==> config.mk <==
export PLATFORM = sky130hd
export DESIGN_NAME = dns_query_parser_unit
export DESIGN_NICKNAME = d
export VERILOG_FILES = /design/src/rtl/dqp_pkg.sv /design/src/rtl/dns_query_parser_unit.sv
export SDC_FILE = /design/constraint.sdc
export NUM_CORES = 1
export LEC_CHECK = 0
export BUFFER_PORTS_ARGS = -buffer_cell sky130_fd_sc_hd__buf_2
export CORE_MARGIN = 5
export CORE_UTILIZATION = 56
export DETAILED_ROUTE_END_ITERATION = 6
export GPL_TIMING_DRIVEN = 0
export PLACE_DENSITY = 0.87
export SYNTH_ARGS = -nofsm -noshare
export SYNTH_HDL_FRONTEND = slang
export SYNTH_SLANG_ARGS = --single-unit
==> constraint.sdc <==
create_clock -name clk -period 9.3 [get_ports clk]
set_input_delay 0.93 -clock clk [delete_from_list [all_inputs] [get_ports clk]]
set_output_delay 0.93 -clock clk [all_outputs]
set_load 0.02 [all_outputs]
==> src/rtl/dqp_pkg.sv <==
`timescale 1ns / 1ps

package dqp_pkg;

  typedef enum logic [2:0] {
    PH_HEADER,
    PH_LENGTH,
    PH_LABEL,
    PH_TC,
    PH_TRAIL,
    PH_STOP
  } phase_t;

  typedef enum logic [1:0] {
    ST_OK        = 2'd0,
    ST_TOO_SHORT = 2'd1,
    ST_BAD_COUNT = 2'd2,
    ST_NAME_LONG = 2'd3
  } status_t;

  localparam logic       KIND_CHAR    = 1'b0;
  localparam logic       KIND_SUMMARY = 1'b1;

  localparam logic       REG_MAX_LABEL = 1'b0;
  localparam logic       REG_MAX_NAME  = 1'b1;

  localparam logic [7:0] CH_DOT = 8'h2E;

  localparam logic [7:0] MAX_LABEL_RESET = 8'd63;
  localparam logic [8:0] MAX_NAME_RESET  = 9'd256;

  localparam int unsigned OUT_DATA_W = 56;

endpackage

==> src/rtl/dns_query_parser_unit.sv <==
`timescale 1ns / 1ps

// Channel   Direction  Beat contents
// s_axis    in         tdata: msg_byte; tlast: msg_last
// m_axis    out        tuser: result_kind; tlast: name_end; tdata: see port
// cfg       in         cfg_index selects the register, cfg_data is the new value
//
// A beat is taken every cycle while the result register is empty or being
// drained. A result appears in the cycle after its byte. Besides the limits
// and the result, the state between bytes is the parser registers, updated
// in the same cycle as the byte. Reset returns the parser to the header and
// the limits to 63 and 256. A stalled result holds s_axis_tready low.

module dns_query_parser_unit (
  input  logic                            clk,
  input  logic                            rst,
  input  logic                            s_axis_tvalid,
  output logic                            s_axis_tready,
  input  logic [7:0]                      s_axis_tdata,  // msg_byte
  input  logic                            s_axis_tlast,  // msg_last
  output logic                            m_axis_tvalid,
  input  logic                            m_axis_tready,
  // name_char[7:0], parse_status[9:8], query_type[25:10], query_class[41:26],
  // name_wire_bytes[50:42], extra_bytes_present[51], zero[55:52]
  output logic [dqp_pkg::OUT_DATA_W-1:0]  m_axis_tdata,
  output logic                            m_axis_tlast,  // name_end
  output logic                            m_axis_tuser,  // result_kind
  input  logic                            cfg_valid,
  output logic                            cfg_ready,
  input  logic                            cfg_index,
  input  logic [8:0]                      cfg_data
);
  import dqp_pkg::*;

  logic [7:0]  max_label;
  logic [8:0]  max_name;

  phase_t      phase, phase_next;
  logic [3:0]  pos_cnt, pos_cnt_next;
  logic        counts_ok, counts_ok_next;
  logic [7:0]  label_left, label_left_next;
  logic [8:0]  name_seen, name_seen_next;
  logic        first_len, first_len_next;
  logic [31:0] tc_bytes, tc_bytes_next;
  logic [1:0]  tc_cnt, tc_cnt_next;
  logic        name_err, name_err_next;

  logic        have_char;
  logic [7:0]  ch;
  logic        ch_end;
  logic [9:0]  name_sum;
  status_t     status;
  logic [OUT_DATA_W-1:0] result_data;
  logic        accept;

  logic                  out_valid;
  logic [OUT_DATA_W-1:0] out_data;
  logic                  out_last;
  logic                  out_user;

  assign cfg_ready     = 1'b1;
  assign s_axis_tready = !out_valid || m_axis_tready;
  assign accept        = s_axis_tvalid && s_axis_tready;

  assign m_axis_tvalid = out_valid;
  assign m_axis_tdata  = out_data;
  assign m_axis_tlast  = out_last;
  assign m_axis_tuser  = out_user;

  assign name_sum = {1'b0, name_seen} + {2'b00, s_axis_tdata} + 10'd1;

  always_comb begin
    phase_next      = phase;
    pos_cnt_next    = (pos_cnt == 4'hF) ? pos_cnt : pos_cnt + 4'd1;
    counts_ok_next  = counts_ok;
    label_left_next = label_left;
    name_seen_next  = name_seen;
    first_len_next  = first_len;
    tc_bytes_next   = tc_bytes;
    tc_cnt_next     = tc_cnt;
    name_err_next   = name_err;
    have_char       = 1'b0;
    ch              = '0;
    ch_end          = 1'b0;
    status          = ST_OK;
    result_data     = '0;

    unique case (phase)
      PH_HEADER: begin
        if (pos_cnt == 4'd4 || (pos_cnt >= 4'd6 && pos_cnt <= 4'd9)) begin
          if (s_axis_tdata != 8'd0) counts_ok_next = 1'b0;
        end else if (pos_cnt == 4'd5) begin
          if (s_axis_tdata != 8'd1) counts_ok_next = 1'b0;
        end
        if (pos_cnt == 4'd11) begin
          phase_next = counts_ok_next ? PH_LENGTH : PH_STOP;
        end
      end
      PH_LENGTH: begin
        if (s_axis_tdata == 8'd0) begin
          have_char   = 1'b1;
          ch          = CH_DOT;
          ch_end      = 1'b1;
          phase_next  = PH_TC;
          tc_cnt_next = 2'd0;
        end else if (s_axis_tdata > max_label || name_sum >= {1'b0, max_name}) begin
          name_err_next = 1'b1;
          phase_next    = PH_STOP;
        end else begin
          if (!first_len) begin
            have_char = 1'b1;
            ch        = CH_DOT;
          end
          name_seen_next  = name_sum[8:0];
          label_left_next = s_axis_tdata;
          first_len_next  = 1'b0;
          phase_next      = PH_LABEL;
        end
      end
      PH_LABEL: begin
        have_char       = 1'b1;
        ch              = s_axis_tdata;
        label_left_next = label_left - 8'd1;
        if (label_left_next == 8'd0) phase_next = PH_LENGTH;
      end
      PH_TC: begin
        tc_bytes_next = {tc_bytes[23:0], s_axis_tdata};
        tc_cnt_next   = tc_cnt + 2'd1;
        if (tc_cnt == 2'd3) phase_next = PH_TRAIL;
      end
      default: begin
      end
    endcase

    if (pos_cnt != 4'hF)         status = ST_TOO_SHORT;
    else if (!counts_ok_next)    status = ST_BAD_COUNT;
    else if (name_err_next)      status = ST_NAME_LONG;
    else if (phase_next != PH_TRAIL) status = ST_TOO_SHORT;
    else                         status = ST_OK;

    if (s_axis_tlast) begin
      result_data[9:8] = status;
      if (status == ST_OK) begin
        result_data[25:10] = tc_bytes_next[31:16];
        result_data[41:26] = tc_bytes_next[15:0];
        result_data[50:42] = name_seen_next + 9'd1;
        result_data[51]    = (phase == PH_TRAIL);
      end
      phase_next      = PH_HEADER;
      pos_cnt_next    = 4'd0;
      counts_ok_next  = 1'b1;
      label_left_next = 8'd0;
      name_seen_next  = 9'd0;
      first_len_next  = 1'b1;
      tc_bytes_next   = 32'd0;
      tc_cnt_next     = 2'd0;
      name_err_next   = 1'b0;
    end else begin
      result_data[7:0] = ch;
    end
  end

  always_ff @(posedge clk) begin
    if (rst) begin
      max_label <= MAX_LABEL_RESET;
      max_name  <= MAX_NAME_RESET;
    end else if (cfg_valid && cfg_ready) begin
      unique case (cfg_index)
        REG_MAX_LABEL: max_label <= cfg_data[7:0];
        REG_MAX_NAME:  max_name  <= cfg_data;
        default: begin
        end
      endcase
    end
  end

  always_ff @(posedge clk) begin
    if (rst) begin
      phase      <= PH_HEADER;
      pos_cnt    <= 4'd0;
      counts_ok  <= 1'b1;
      label_left <= 8'd0;
      name_seen  <= 9'd0;
      first_len  <= 1'b1;
      tc_bytes   <= 32'd0;
      tc_cnt     <= 2'd0;
      name_err   <= 1'b0;
    end else if (accept) begin
      phase      <= phase_next;
      pos_cnt    <= pos_cnt_next;
      counts_ok  <= counts_ok_next;
      label_left <= label_left_next;
      name_seen  <= name_seen_next;
      first_len  <= first_len_next;
      tc_bytes   <= tc_bytes_next;
      tc_cnt     <= tc_cnt_next;
      name_err   <= name_err_next;
    end
  end

  always_ff @(posedge clk) begin
    if (rst) begin
      out_valid <= 1'b0;
    end else if (accept && (s_axis_tlast || have_char)) begin
      out_valid <= 1'b1;
    end else if (m_axis_tready) begin
      out_valid <= 1'b0;
    end
  end

  always_ff @(posedge clk) begin
    if (accept && (s_axis_tlast || have_char)) begin
      out_data <= result_data;
      out_last <= s_axis_tlast ? 1'b0 : ch_end;
      out_user <= s_axis_tlast ? KIND_SUMMARY : KIND_CHAR;
    end
  end

  a_last_gives_summary: assert property (@(posedge clk) disable iff (rst)
    accept && s_axis_tlast |=> m_axis_tvalid && m_axis_tuser == KIND_SUMMARY)
    else $error("summary beat missing after final message byte");

  a_last_clears_state: assert property (@(posedge clk) disable iff (rst)
    accept && s_axis_tlast |=> phase == PH_HEADER && pos_cnt == 4'd0)
    else $error("parser not back at header after final byte");

  a_end_only_on_char: assert property (@(posedge clk) disable iff (rst)
    m_axis_tvalid && m_axis_tlast |-> m_axis_tuser == KIND_CHAR
      && m_axis_tdata[7:0] == CH_DOT)
    else $error("name end flagged on something other than a dot");

  a_label_count_live: assert property (@(posedge clk) disable iff (rst)
    phase == PH_LABEL |-> label_left != 8'd0)
    else $error("label phase with no label bytes left");

endmodule
* After elaboration in Yosys (flattened, before gate mapping) *
Cells that the tools add are included.

storage, ports and cells
  bits in registers = 133
  word-level logic and storage cells = 126

cells by class
  $add $sub $neg = 6
  magnitude comparators = 4
  equal/unequal tests = 18
  mux-type cells = 54
  bitwise operators = 2
  reductions and logical operators = 25

operators by type and width
  kind                     count
  $mux W32                 2
  $mux W9                  4
  $pmux W8 S2              2
  $mux W8                  3
  $mux W1                  23
  $mux W3                  7
  $mux W6                  3
  $logic_not A8 Y1         2
  $ne A3 B3 Y1 const B     4
  $pmux W3 S4              1
  $add A10 B1 Y10 const B  1
  $add A9 B8 Y10           1
  $ge A10 B9 Y1            1
  $mux W2                  5
  $add A9 B1 Y9 const B    1
  $eq A4 B3 Y1 const B     2
  $eq A4 B4 Y1 const B     2
  $gt A8 B8 Y1             1
  $mux W4                  2
  $ne A8 B1 Y1 const B     1
  $reduce_and A2 Y1        4
  $reduce_and A4 Y1        2
  $reduce_bool A8 Y1       1
  $sub A8 B1 Y8 const B    1
  22 further kinds         33

* Logic depth before layout (Yosys ltp) *
Gate-level depths: netlist of run 1.

  depth after elaboration = 15
  gate-level depth with buffers = 23

* Worst setup path after synthesis of run 1 *
OpenSTA, ideal clock, no wires.

  path kind = input to register
  start = input s_axis_tdata[0]
  end = register out_data[0], in the netlist m_axis_tdata[0], enable pin
  library setup time = 0.466 ns
  arrival time = 5.851 ns
  path slack = 2.983 ns
  cell stages on the path = 16
  buffers on the path = 0
  cell sequence = inv_1 > ha_1 > fa_1 > nor2b_1 > o31a_1 > o31a_1 > o21a_1 > nor2_1 > xnor2_1 > ha_1 > a221oi_1 > o211a_1 > nand2_1 > o21ai_0 > a211oi_1 > nor2_1

on the way
  word-level cells in the longest chain between the ends = 9
  elaborated cells on any way between the ends = 11
  classes of those cells = add/sub: 2; order compare: 2; mux: 3; reduce/logical: 4

RTL lines
  element                RTL line                      RTL
  from (decl)            dns_query_parser_unit.sv:19   input logic [7:0] s_axis_tdata,
  $add A9 B8 Y10         dns_query_parser_unit.sv:70   assign name_sum = {1'b0, name_seen} + {2'b00, s_axis_tdata} + 10'd1;
  $add A10 B1 Y10        dns_query_parser_unit.sv:70
  $ge A10 B9 Y1          dns_query_parser_unit.sv:106  end else if (s_axis_tdata > max_label || name_sum >= {1'b0, max_name}) begin
  $logic_or A1 B1 Y1     dns_query_parser_unit.sv:106
  $mux W1                dns_query_parser_unit.sv:106
  $mux W1 *              dns_query_parser_unit.sv:100  if (s_axis_tdata == 8'd0) begin
  $pmux W1 S2 *          dns_query_parser_unit.sv:88   unique case (phase)
  $logic_or A1 B1 Y1 *   dns_query_parser_unit.sv:212  if (accept && (s_axis_tlast || have_char)) begin
  $logic_and A1 B1 Y1 *  dns_query_parser_unit.sv:212
  to (signal assigned)   dns_query_parser_unit.sv:213  out_data <= result_data;
  to (decl)              dns_query_parser_unit.sv:57   logic [OUT_DATA_W-1:0] out_data;

Mark *: on every way between the ends. The rest lies on a longest branch, timed or not.
A chain may end at the register's enable or synchronous reset.

* Worst setup path in the final report of run 1 *
  start = input s_axis_tdata[0]
  end = register out_data[50], in the netlist m_axis_tdata[50] (data pin)

on the way
  word-level cells in the longest chain between the ends = 15
  elaborated cells on any way between the ends = 33
  classes of those cells = add/sub: 3; order compare: 2; eq/ne: 2; mux: 21; reduce/logical: 5

RTL lines
  element
  parallel branches: the longest is 15 deep, another holds $add A9 B8 Y10

Several ways; the timed one is not identified. The select of a mux whose other input is x is not followed.

==> impl_summary.txt, run 1 <==
----------------------------------------------------
[Pwr]
  Switching Power ... 331 uW
  Static leakage ... 3.04 nW
  Proportion of power drawn by combinational gates ... 8.3%
  IR Drop Worst-Case VDD ... between 0.00007 and 0.00008 V
  Flop pwr share ... 46.0%
  Net switching share of the total power ... approximately 24%
  Clk network pwr share ... 45.8%
  Internal Pwr Total ... 1.02 mW
  Areal power density over the cells ... 170 mW/mm^2

[Logic synthesis]
  Top-area cell type share of the netlist area ... 23.8%
  Sequential share of the synthesized area ... 47.0%
  Count of flip-flops with a built-in enable after synthesis ... between 50 and 60
  Count of state elements after synthesis ... 133
  Syn Inst Count ... 758
  Average instance area after synthesis ... about 9.0 sq um
  Distinct cell type count of the synthesized netlist ... 66
  Top post-synthesis cells by area ... sky130_fd_sc_hd__edfxtp_1, sky130_fd_sc_hd__dfxtp_1, sky130_fd_sc_hd__nand2_1
  Yosys warns ... 0
  Share of flip-flops with an asynchronous set or reset after synthesis ... 0%
  Most numerous cell types in the synthesized netlist ... sky130_fd_sc_hd__nand2_1, sky130_fd_sc_hd__nor2_1, sky130_fd_sc_hd__dfxtp_1
  Leading register cell type out of synthesis ... sky130_fd_sc_hd__dfxtp_1
  Cell with the most instances after synthesis ... sky130_fd_sc_hd__nand2_1
  Cell taking the most area after synthesis ... sky130_fd_sc_hd__edfxtp_1
  Netlist Area Pre-Place ... 0.00682 sq mm

[Floorplanning]
  Core area ... 0.0120 sq mm
  Number of primary I/O pins ... 85
  Area of the die ... approximately 0.014 sq mm
  Die Y-Extent ... ~120 um
  Number of placement rows ... 40
  Effective utilization at floorplan ... 57.0%
  Width of the die ... 120 um

[Worst setup path]
  Setup slack, reg-to-reg ... 3.85 ns
  Critical Path Start Type ... input port
  Worst r2r dst ... m_axis_tdata[50]
  Crit. End Element ... register
  Capturing element of the worst setup path ... m_axis_tdata[50]
  Arrival time reported for the critical path endpoint ... 6.20 ns
  Endpoint required time on the critical path ... 9.58 ns
  Critical path start-end classification ... in -> reg
  Beginning of the worst register-to-register path ... name_seen[2]
  Worst reg2reg path depth ... 19
  Maximum fanout encountered on the critical timing path ... 10
  Crit path launch ... s_axis_tdata[0]

[STA]
  Headroom to the max-slew limit ... 31.5%
  Hold violation total from the final report ... 0
  Pins over their slew limit ... 0
  Setup tns final ... 0 ns
  Clock period minus final worst setup slack ... 5.92 ns
  Share of the clock period used by the worst path after layout ... 63.6%
  Final clock skew ... 0.0104 ns
  Final setup vio count ... 0
  Maximum achievable frequency ... 169 MHz
  RSZ-0062 raised after global routing ... no
  Worst Hold Slack ... 0.456 ns
  Measured slew at the worst slew-check pin ... between 1 and 1.5 ns

[Clocking]
  Clock-pin transition on the worst setup and hold timing paths ... about 0.06 ns
  Clock network latency to the later pin of the worst-skew pair ... 0.43 ns
  Hold-fix buffer count after cts ... 0
  Clock H-tree levels ... 4
  CTS tree ... built
  Sinks on the clock net ... 133
  CTS Buf Count ... 17
  Cells resized by post-CTS repair ... 0
  Buffers inserted during post-CTS setup optimization ... 0
  Root cell of the clock tree ... sky130_fd_sc_hd__clkbuf_16
  Clock tree buffer depth ... 2

[Worst hold path]
  Critical hold path startpoint ... max_label[7]
  Worst Hold Path Cells ... 2
  HP Class ... reg -> reg

[Global route]
  Final global-route overflow total ... 0
  First-pass GRT wire length ... around 28 mm
  Via count of the first global-routing pass ... 5535
  Antenna violations before repair ... 0
  Aggregate global-route resource usage ... approximately a quarter
  Pin count of the biggest net entering global routing ... 37

[Cells and area]
  Combined area of the multi-input logic cells ... about 0.0033 sq mm
  Area of all sequential standard cells ... 0.00320 sq mm
  Number of antenna repair diodes ... 0
  Total of fill cells in the finished design ... roughly 930
  Layout net count ... 917
  Syn-to-layout area delta ... 17.0%
  Share of post-route cells with drive strength above 1 ... 15.3%

[Placed design]
  Final Wtd Congestion ... 0.983
  Detailed Place HPWL ... approximately 12 mm
  Port bufs ... 78

[Detailed routing]
  Number of routed nets with antenna violations ... 0
  Aggregate routed wire length ... 17.3 mm
  Per-cell via count in the routed design ... ~6
  First drt pass iteration count ... 5
  Average wire per standard cell ... 17.0 um
  DRC violation count after routing ... 0
  Initial detailed-routing violation count ... 733
  DR vias ... approximately 6000

[Job]
  Count of maximum capacitance violations ... 0

[Status]
  Status ... completed

----------------------------------------------------
==> cell families (layout without fill, tap and decap cells) <==
kind of cell / count (synthesis) / count (layout) / synth area share [%]
mux: 6 / 6 / 0.899
fa+ha+maj: 34 / 34 / 6.35
flops: 133 / 133 / 47.0
other cells: 2 / 5 / 0.110
compound gates: 191 / 191 / 18.2
xor+xnor: 19 / 19 / 2.64
buf+inv: 78 / 188 / 5.05
simple gates: 295 / 295 / 19.8
==> per-stage QoR <==
stage	instances	worst slack [ns]	util [%]	power, mW	cell area (sq um)
floorplan	761	2.98	-	0.707	6830
global placement	986	1.47	61.9	0.742	7400
finish	1018	3.38	66.7	1.36	7980
CTS	1018	3.55	66.7	1.36	7980
global route	1018	3.13	66.7	1.40	7980
detailed placement	987	3.20	62.1	0.745	7430
==> state kept, by name, summed over array words and instances (netlist names), 2 cells and up <==
signal / count
label_left: 8
m_axis_tdata: 52
max_label: 8
max_name: 9
name_seen: 9
phase: 3
pos_cnt: 4
tc_bytes: 32
tc_cnt: 2
==> cells in the final DEF (no fill, tap or decap), types with 3 or more instances in the layout <==
cell	n
sky130_fd_sc_hd__dfxtp_1	79
sky130_fd_sc_hd__nand3_1	11
sky130_fd_sc_hd__nor3_1	20
sky130_fd_sc_hd__buf_6	4
sky130_fd_sc_hd__nor2_1	83
sky130_fd_sc_hd__a211oi_2	4
sky130_fd_sc_hd__and3_1	10
sky130_fd_sc_hd__nand2b_1	6
sky130_fd_sc_hd__a21oi_1	78
sky130_fd_sc_hd__nand2_1	123
sky130_fd_sc_hd__xnor2_1	12
sky130_fd_sc_hd__edfxtp_1	54
sky130_fd_sc_hd__ha_1	33
sky130_fd_sc_hd__a211o_1	6
sky130_fd_sc_hd__buf_2	80
sky130_fd_sc_hd__o211ai_1	4
sky130_fd_sc_hd__a21o_1	4
sky130_fd_sc_hd__a31oi_1	3
sky130_fd_sc_hd__nor3b_1	3
sky130_fd_sc_hd__inv_1	34
sky130_fd_sc_hd__nor2b_1	4
sky130_fd_sc_hd__buf_4	5
sky130_fd_sc_hd__a211oi_1	3
sky130_fd_sc_hd__or3_1	7
sky130_fd_sc_hd__and2_1	5
sky130_fd_sc_hd__clkinvlp_4	4
sky130_fd_sc_hd__nand3b_1	3
sky130_fd_sc_hd__clkbuf_16	17
sky130_fd_sc_hd__o21ai_0	18
sky130_fd_sc_hd__o2111ai_1	3
sky130_fd_sc_hd__a22oi_1	41
sky130_fd_sc_hd__clkbuf_1	32
sky130_fd_sc_hd__conb_1	5
sky130_fd_sc_hd__nand4_1	6
sky130_fd_sc_hd__o21a_1	4
sky130_fd_sc_hd__clkinv_2	3
sky130_fd_sc_hd__mux2i_1	5
sky130_fd_sc_hd__xor2_1	6
==> routing by layer <==
metal  GRT usage (%)  up-vias  wire length, um
li1                -     2890                -
met1            31.4     2783             7030
met2            39.0      324             8010
met3            6.22       46             1620
met4            10.7        0              599
met5               0        -                0
==> how the worst min path moves through the flow <==
stage	slack, ns	endpoint
final	0.46	max_label[7]
after CTS	0.46	max_label[7]
after global routing	0.48	tc_cnt[1]
after global placement	0.44	max_name[7]
after floorplan	0.44	tc_cnt[1]
after detailed placement	0.45	max_label[7]
==> final cells by class <==
cell class | instances | area share, %
Buffer | 44 | 2.71
Clock buffer | 18 | 5.50
Clock inverter | 13 | 1.36
Inverter | 34 | 1.60
Multi-Input combinational cell | 550 | 41.2
Sequential cell | 133 | 40.1
Tap cell | 147 | 2.30
Timing Repair Buffer | 79 | 5.14
==> power by group through the flow <==
stage               sequential [mW]  clock, mW  combinational, mW
floorplan                     0.645          0             0.0619
global placement              0.636          0              0.107
detailed placement            0.635          0              0.110
CTS                           0.623      0.625              0.111
global route                  0.624      0.649              0.123
finish                        0.623      0.620              0.112
==> worst max-delay path, stage by stage <==
cell and delay [ns]:
sky130_fd_sc_hd__buf_2 0.14, sky130_fd_sc_hd__inv_1 0.25, sky130_fd_sc_hd__ha_1 0.24, sky130_fd_sc_hd__fa_1 0.21, sky130_fd_sc_hd__nor2b_1 0.06, sky130_fd_sc_hd__o31a_1 0.27
sky130_fd_sc_hd__o31a_1 0.27, sky130_fd_sc_hd__o21a_1 0.17, sky130_fd_sc_hd__nor2_1 0.26, sky130_fd_sc_hd__xnor2_1 0.18, sky130_fd_sc_hd__ha_1 0.27, sky130_fd_sc_hd__a221oi_1 0.31
sky130_fd_sc_hd__o211a_1 0.32, sky130_fd_sc_hd__nand2_1 0.19, sky130_fd_sc_hd__clkbuf_1 0.30, sky130_fd_sc_hd__o21ai_0 0.41, sky130_fd_sc_hd__ha_1 0.34, sky130_fd_sc_hd__and3_1 0.18
sky130_fd_sc_hd__and3_1 0.22, sky130_fd_sc_hd__a41o_1 0.21, sky130_fd_sc_hd__xnor3_1 0.35, sky130_fd_sc_hd__nor2_1 0.11
Note: power is estimated with default switching activity, not from simulation.
==> run 2: changes to the inputs <==
--- a/config.mk
+++ b/config.mk
@@ -5,6 +5,7 @@
 export SDC_FILE = /design/constraint.sdc
 export NUM_CORES = 1
 export LEC_CHECK = 0
+export ABC_AREA = 1
 export BUFFER_PORTS_ARGS = -buffer_cell sky130_fd_sc_hd__buf_2
 export CORE_MARGIN = 5
 export CORE_UTILIZATION = 56
==> constraint.sdc (replaced) <==
create_clock -name clk -period 5.8 [get_ports clk]
set_input_delay 0.58 -clock clk [delete_from_list [all_inputs] [get_ports clk]]
set_output_delay 0.58 -clock clk [all_outputs]
set_load 0.02 [all_outputs]
==> impl_summary.txt, run 2 <==
----------------------------------------------------
[Status]
  Status ... completed (unchanged)

[Worst setup path]
  Worst r2r dst ... m_axis_tdata[48] (was m_axis_tdata[50])
  Count of buffer and inverter cells on the critical path ... 5 (was 3)
  Crit path launch ... s_axis_tdata[0] (unchanged)
  Slowest cell on crit path ... sky130_fd_sc_hd__fa_1 (was sky130_fd_sc_hd__o21ai_0)
  Endpoint required time on the critical path ... 5.98 ns (was 9.58 ns)
  Critical Path Start Type ... input port (unchanged)
  Worst reg2reg path depth ... 25 (was 19)
  Kind of cell adding the most delay to the critical path ... simple AND/OR/NAND/NOR gates (was compound AO/OA/AOI/OAI gates)
  Setup slack, reg-to-reg ... 1.77 ns (was 3.85 ns)
  Critical path start-end classification ... in -> reg (unchanged)
  Crit. End Element ... register (unchanged)
  Worst stage delay on the critical path ... 0.40 ns (was 0.41 ns)
  Maximum fanout encountered on the critical timing path ... 9 (was 10)
  Arrival time reported for the critical path endpoint ... 4.34 ns (was 6.20 ns)
  Beginning of the worst register-to-register path ... name_seen[0] (was name_seen[2])
  Most frequent cell on the critical path ... sky130_fd_sc_hd__nand2_1 (was sky130_fd_sc_hd__ha_1)

[Logic synthesis]
  Cell with the most instances after synthesis ... sky130_fd_sc_hd__nand2_1 (unchanged)
  Yosys warns ... 0 (unchanged)
  Share of flip-flops with an asynchronous set or reset after synthesis ... 0% (unchanged)
  Netlist Area Pre-Place ... 0.00712 sq mm (was 0.00682 sq mm)
  Average instance area after synthesis ... 8.55 sq um (was 9.00 sq um)
  Top post-synthesis cells by area ... sky130_fd_sc_hd__edfxtp_1, sky130_fd_sc_hd__dfxtp_1, sky130_fd_sc_hd__nand2_1 (unchanged)
  Cell taking the most area after synthesis ... sky130_fd_sc_hd__edfxtp_1 (unchanged)
  Top-area cell type share of the netlist area ... 22.8% (was 23.8%)
  Leading register cell type out of synthesis ... sky130_fd_sc_hd__dfxtp_1 (unchanged)
  Sequential share of the synthesized area ... 45.0% (was 47.0%)
  Most numerous cell types in the synthesized netlist ... sky130_fd_sc_hd__nand2_1, sky130_fd_sc_hd__inv_1, sky130_fd_sc_hd__nor2_1 (was sky130_fd_sc_hd__nand2_1, sky130_fd_sc_hd__nor2_1, sky130_fd_sc_hd__dfxtp_1)
  Count of state elements after synthesis ... 133 (unchanged)
  Count of flip-flops with a built-in enable after synthesis ... 54 (unchanged)
  Distinct cell type count of the synthesized netlist ... 43 (was 66)
  Syn Inst Count ... 833 (was 758)

[Worst hold path]
  HP Class ... in -> reg (was reg -> reg)
  Hold-critical path endpoint ... max_name[8] (was max_label[7])
  Critical hold path startpoint ... cfg_data[8] (was max_label[7])
  Worst Hold Path Cells ... 3 (was 2)

[STA]
  Clock period minus final worst setup slack ... 4.16 ns
  Final clock skew ... 0.0104 ns (about the same)
  Maximum achievable frequency ... roughly 240 MHz
  RSZ-0062 raised after global routing ... no (unchanged)
  Share of the clock period used by the worst path after layout ... between 70% and 80%
  Setup tns final ... 0 ns (unchanged)
  Hold violation total from the final report ... 0 (unchanged)
  Worst Hold Slack ... 0.383 ns (was 0.456 ns)
  Measured slew at the worst slew-check pin ... 0.608 ns (was 1.02 ns)
  Final setup vio count ... 0 (unchanged)
  Pins over their slew limit ... 0 (unchanged)
  Headroom to the max-slew limit ... 59.3% (was 31.5%)

[Cells and area]
  Most frequent standard cell in the layout excluding fill and tap cells ... sky130_fd_sc_hd__nand2_1 (unchanged)
  Largest register FFs ... 52 (unchanged)
  Number of antenna repair diodes ... 0 (unchanged)
  Area of all sequential standard cells ... 0.00320 sq mm (unchanged)
  Total of fill cells in the finished design ... 997 (was 934)
  Most frequent cells in the layout ... sky130_fd_sc_hd__nand2_1, sky130_fd_sc_hd__inv_1, sky130_fd_sc_hd__buf_2 (was sky130_fd_sc_hd__nand2_1, sky130_fd_sc_hd__nor2_1, sky130_fd_sc_hd__buf_2)
  Final cell count without fillers ... 1120 (was 1018)
  Share of post-route cells with drive strength above 1 ... 17.6% (was 15.3%)
  Non-Filler Cell Area, Final ... 0.00837 sq mm (was 0.00798 sq mm)
  Syn-to-layout area delta ... 17.5% (was 17.0%)
  Combined area of the multi-input logic cells ... 0.00334 sq mm (was 0.00329 sq mm)
  Layout net count ... 993 (was 917)

[Global route]
  Via count of the first global-routing pass ... 5968 (was 5535)
  Pin count of the biggest net entering global routing ... 45 (was 37)
  Final global-route overflow total ... 0 (unchanged)
  Aggregate global-route resource usage ... 24.0% (was 24.4%)
  First-pass GRT wire length ... 28.1 mm (was 27.8 mm)
  Antenna violations before repair ... 0 (unchanged)

[Detailed routing]
  Per-cell via count in the routed design ... 5.43 (was 5.94)
  First drt pass iteration count ... 5 (unchanged)
  Average wire per standard cell ... 15.2 um (was 17.0 um)
  DR vias ... 6077 (was 6043)
  Initial detailed-routing violation count ... 512 (was 733)
  Aggregate routed wire length ... 17.1 mm (was 17.3 mm)
  Number of routed nets with antenna violations ... 0 (unchanged)
  DRC violation count after routing ... 0 (unchanged)

[Clocking]
  Buffers inserted during post-CTS setup optimization ... 0 (unchanged)
  Clock tree buffer depth ... 2 (unchanged)
  Hold-fix buffer count after cts ... 0 (unchanged)
  CTS tree ... built (unchanged)
  Sinks on the clock net ... 133 (unchanged)
  Clock H-tree levels ... 4 (unchanged)
  Cells resized by post-CTS repair ... 0 (unchanged)
  Clock network latency to the later pin of the worst-skew pair ... 0.42 ns (was 0.43 ns)
  Root cell of the clock tree ... sky130_fd_sc_hd__clkbuf_16 (unchanged)
  CTS Buf Count ... 17 (unchanged)
  Clock-pin transition on the worst setup and hold timing paths ... 0.06 ns (about the same)

[Placed design]
  Final Wtd Congestion ... 0.884 (was 0.983)
  Detailed Place HPWL ... 12.2 mm (was 12.3 mm)
  Cell area reported after detailed placement ... 0.00776 sq mm (was 0.00743 sq mm)
  Port bufs ... 79 (was 78)
  Cell count after placement ... 1088 (was 987)

[Floorplanning]
  Die Y-Extent ... 123 um (was 120 um)
  Effective utilization at floorplan ... 56.7% (was 57.0%)
  Number of placement rows ... 41 (was 40)
  Width of the die ... 123 um (was 120 um)
  Area of the die ... 0.0151 sq mm (was 0.0145 sq mm)
  Core area ... 0.0126 sq mm (was 0.0120 sq mm)
  Number of primary I/O pins ... 85 (unchanged)

[Pwr]
  Power Total ... 2.33 mW (was 1.36 mW)
  Static leakage ... 3.45 nW (was 3.04 nW)
  Areal power density over the cells ... 279 mW/mm^2 (was 170 mW/mm^2)
  IR Drop Worst-Case VDD ... 0.000150 V (was 0.0000782 V)

[Job]
  Count of maximum capacitance violations ... 0 (unchanged)

----------------------------------------------------
## run 2: changes by cell type after synthesis, moves of 12 or more
cell / previous run / this run
sky130_fd_sc_hd__nor3_1: 20 / 7
sky130_fd_sc_hd__a21oi_1: 78 / 56
sky130_fd_sc_hd__inv_1: 34 / 101
sky130_fd_sc_hd__nand3_1: 11 / 26
sky130_fd_sc_hd__a2bb2oi_1: 0 / 29
sky130_fd_sc_hd__nand2_1: 123 / 166
sky130_fd_sc_hd__o21ai_0: 18 / 47
sky130_fd_sc_hd__nor2_4: 0 / 31
sky130_fd_sc_hd__mux2i_1: 5 / 22
sky130_fd_sc_hd__a22oi_1: 41 / 0
sky130_fd_sc_hd__clkbuf_1: 32 / 20
## run 2: through the flow
stage,utilization [%],setup slack (ns)
floorplan,-,1.44
global placement,61.6,0.484
detailed placement,61.8,1.31
CTS,66.6,1.73
global route,66.6,1.22
finish,66.6,1.64
## run 2: worst min-delay path, stage by stage
cell	delay (ns)
sky130_fd_sc_hd__buf_2	0.08
sky130_fd_sc_hd__nand2_1	0.04
sky130_fd_sc_hd__o211ai_1	0.07
## run 2: cells by family (layout without fill, tap and decap cells)
kind of cell               after synthesis  in the layout  share of synthesized area [%]
xor gates and xnor gates                 8              8                          0.984
other                                    2              5                          0.105
adders and majority gates               34             34                           6.08
and+or+nand+nor                        340            340                           23.1
AOI/OAI and AO/OA                      157            157                           13.3
buffers and inverters                  137            249                           8.34
muxes                                   22             22                           3.09
DFF                                    133            133                           45.0
## run 2: final cells by class
type	instances	area share, %
Sequential cell	133	38.3
Clock buffer	19	5.17
Buffer	34	2.42
Inverter	103	4.68
Clock inverter	13	2.08
Tap cell	172	2.57
Timing Repair Buffer	80	4.96
Multi-Input combinational cell	566	39.9
## run 2: worst max-delay path by stage
stage | endpoint | slack (ns) | cells after the start
4_1_cts | m_axis_tdata[48] | 1.73 | 26
2_1_floorplan | m_axis_tdata[0] | 1.44 | 18
6_report | m_axis_tdata[48] | 1.64 | 26
3_5_place_dp | m_axis_tdata[48] | 1.31 | 26
5_1_grt | m_axis_tdata[48] | 1.22 | 26
3_3_place_gp | m_axis_tdata[8] | 0.48 | 20
## run 2: report_power, final
group          switching [mW]  total, mW  internal, mW
sequential            0.00996       1.01         0.998
clock                   0.418       1.10         0.683
combinational           0.150      0.223        0.0728
total                   0.578       2.33          1.75
## run 2: per-layer routing
metal	routed length, um	share of wire [%]	track usage (%)
met2	8170	48	39.4
met3	1200	7.0	5.62
met4	554	3.2	11.6
met5	0	0	0
met1	7130	42	29.7
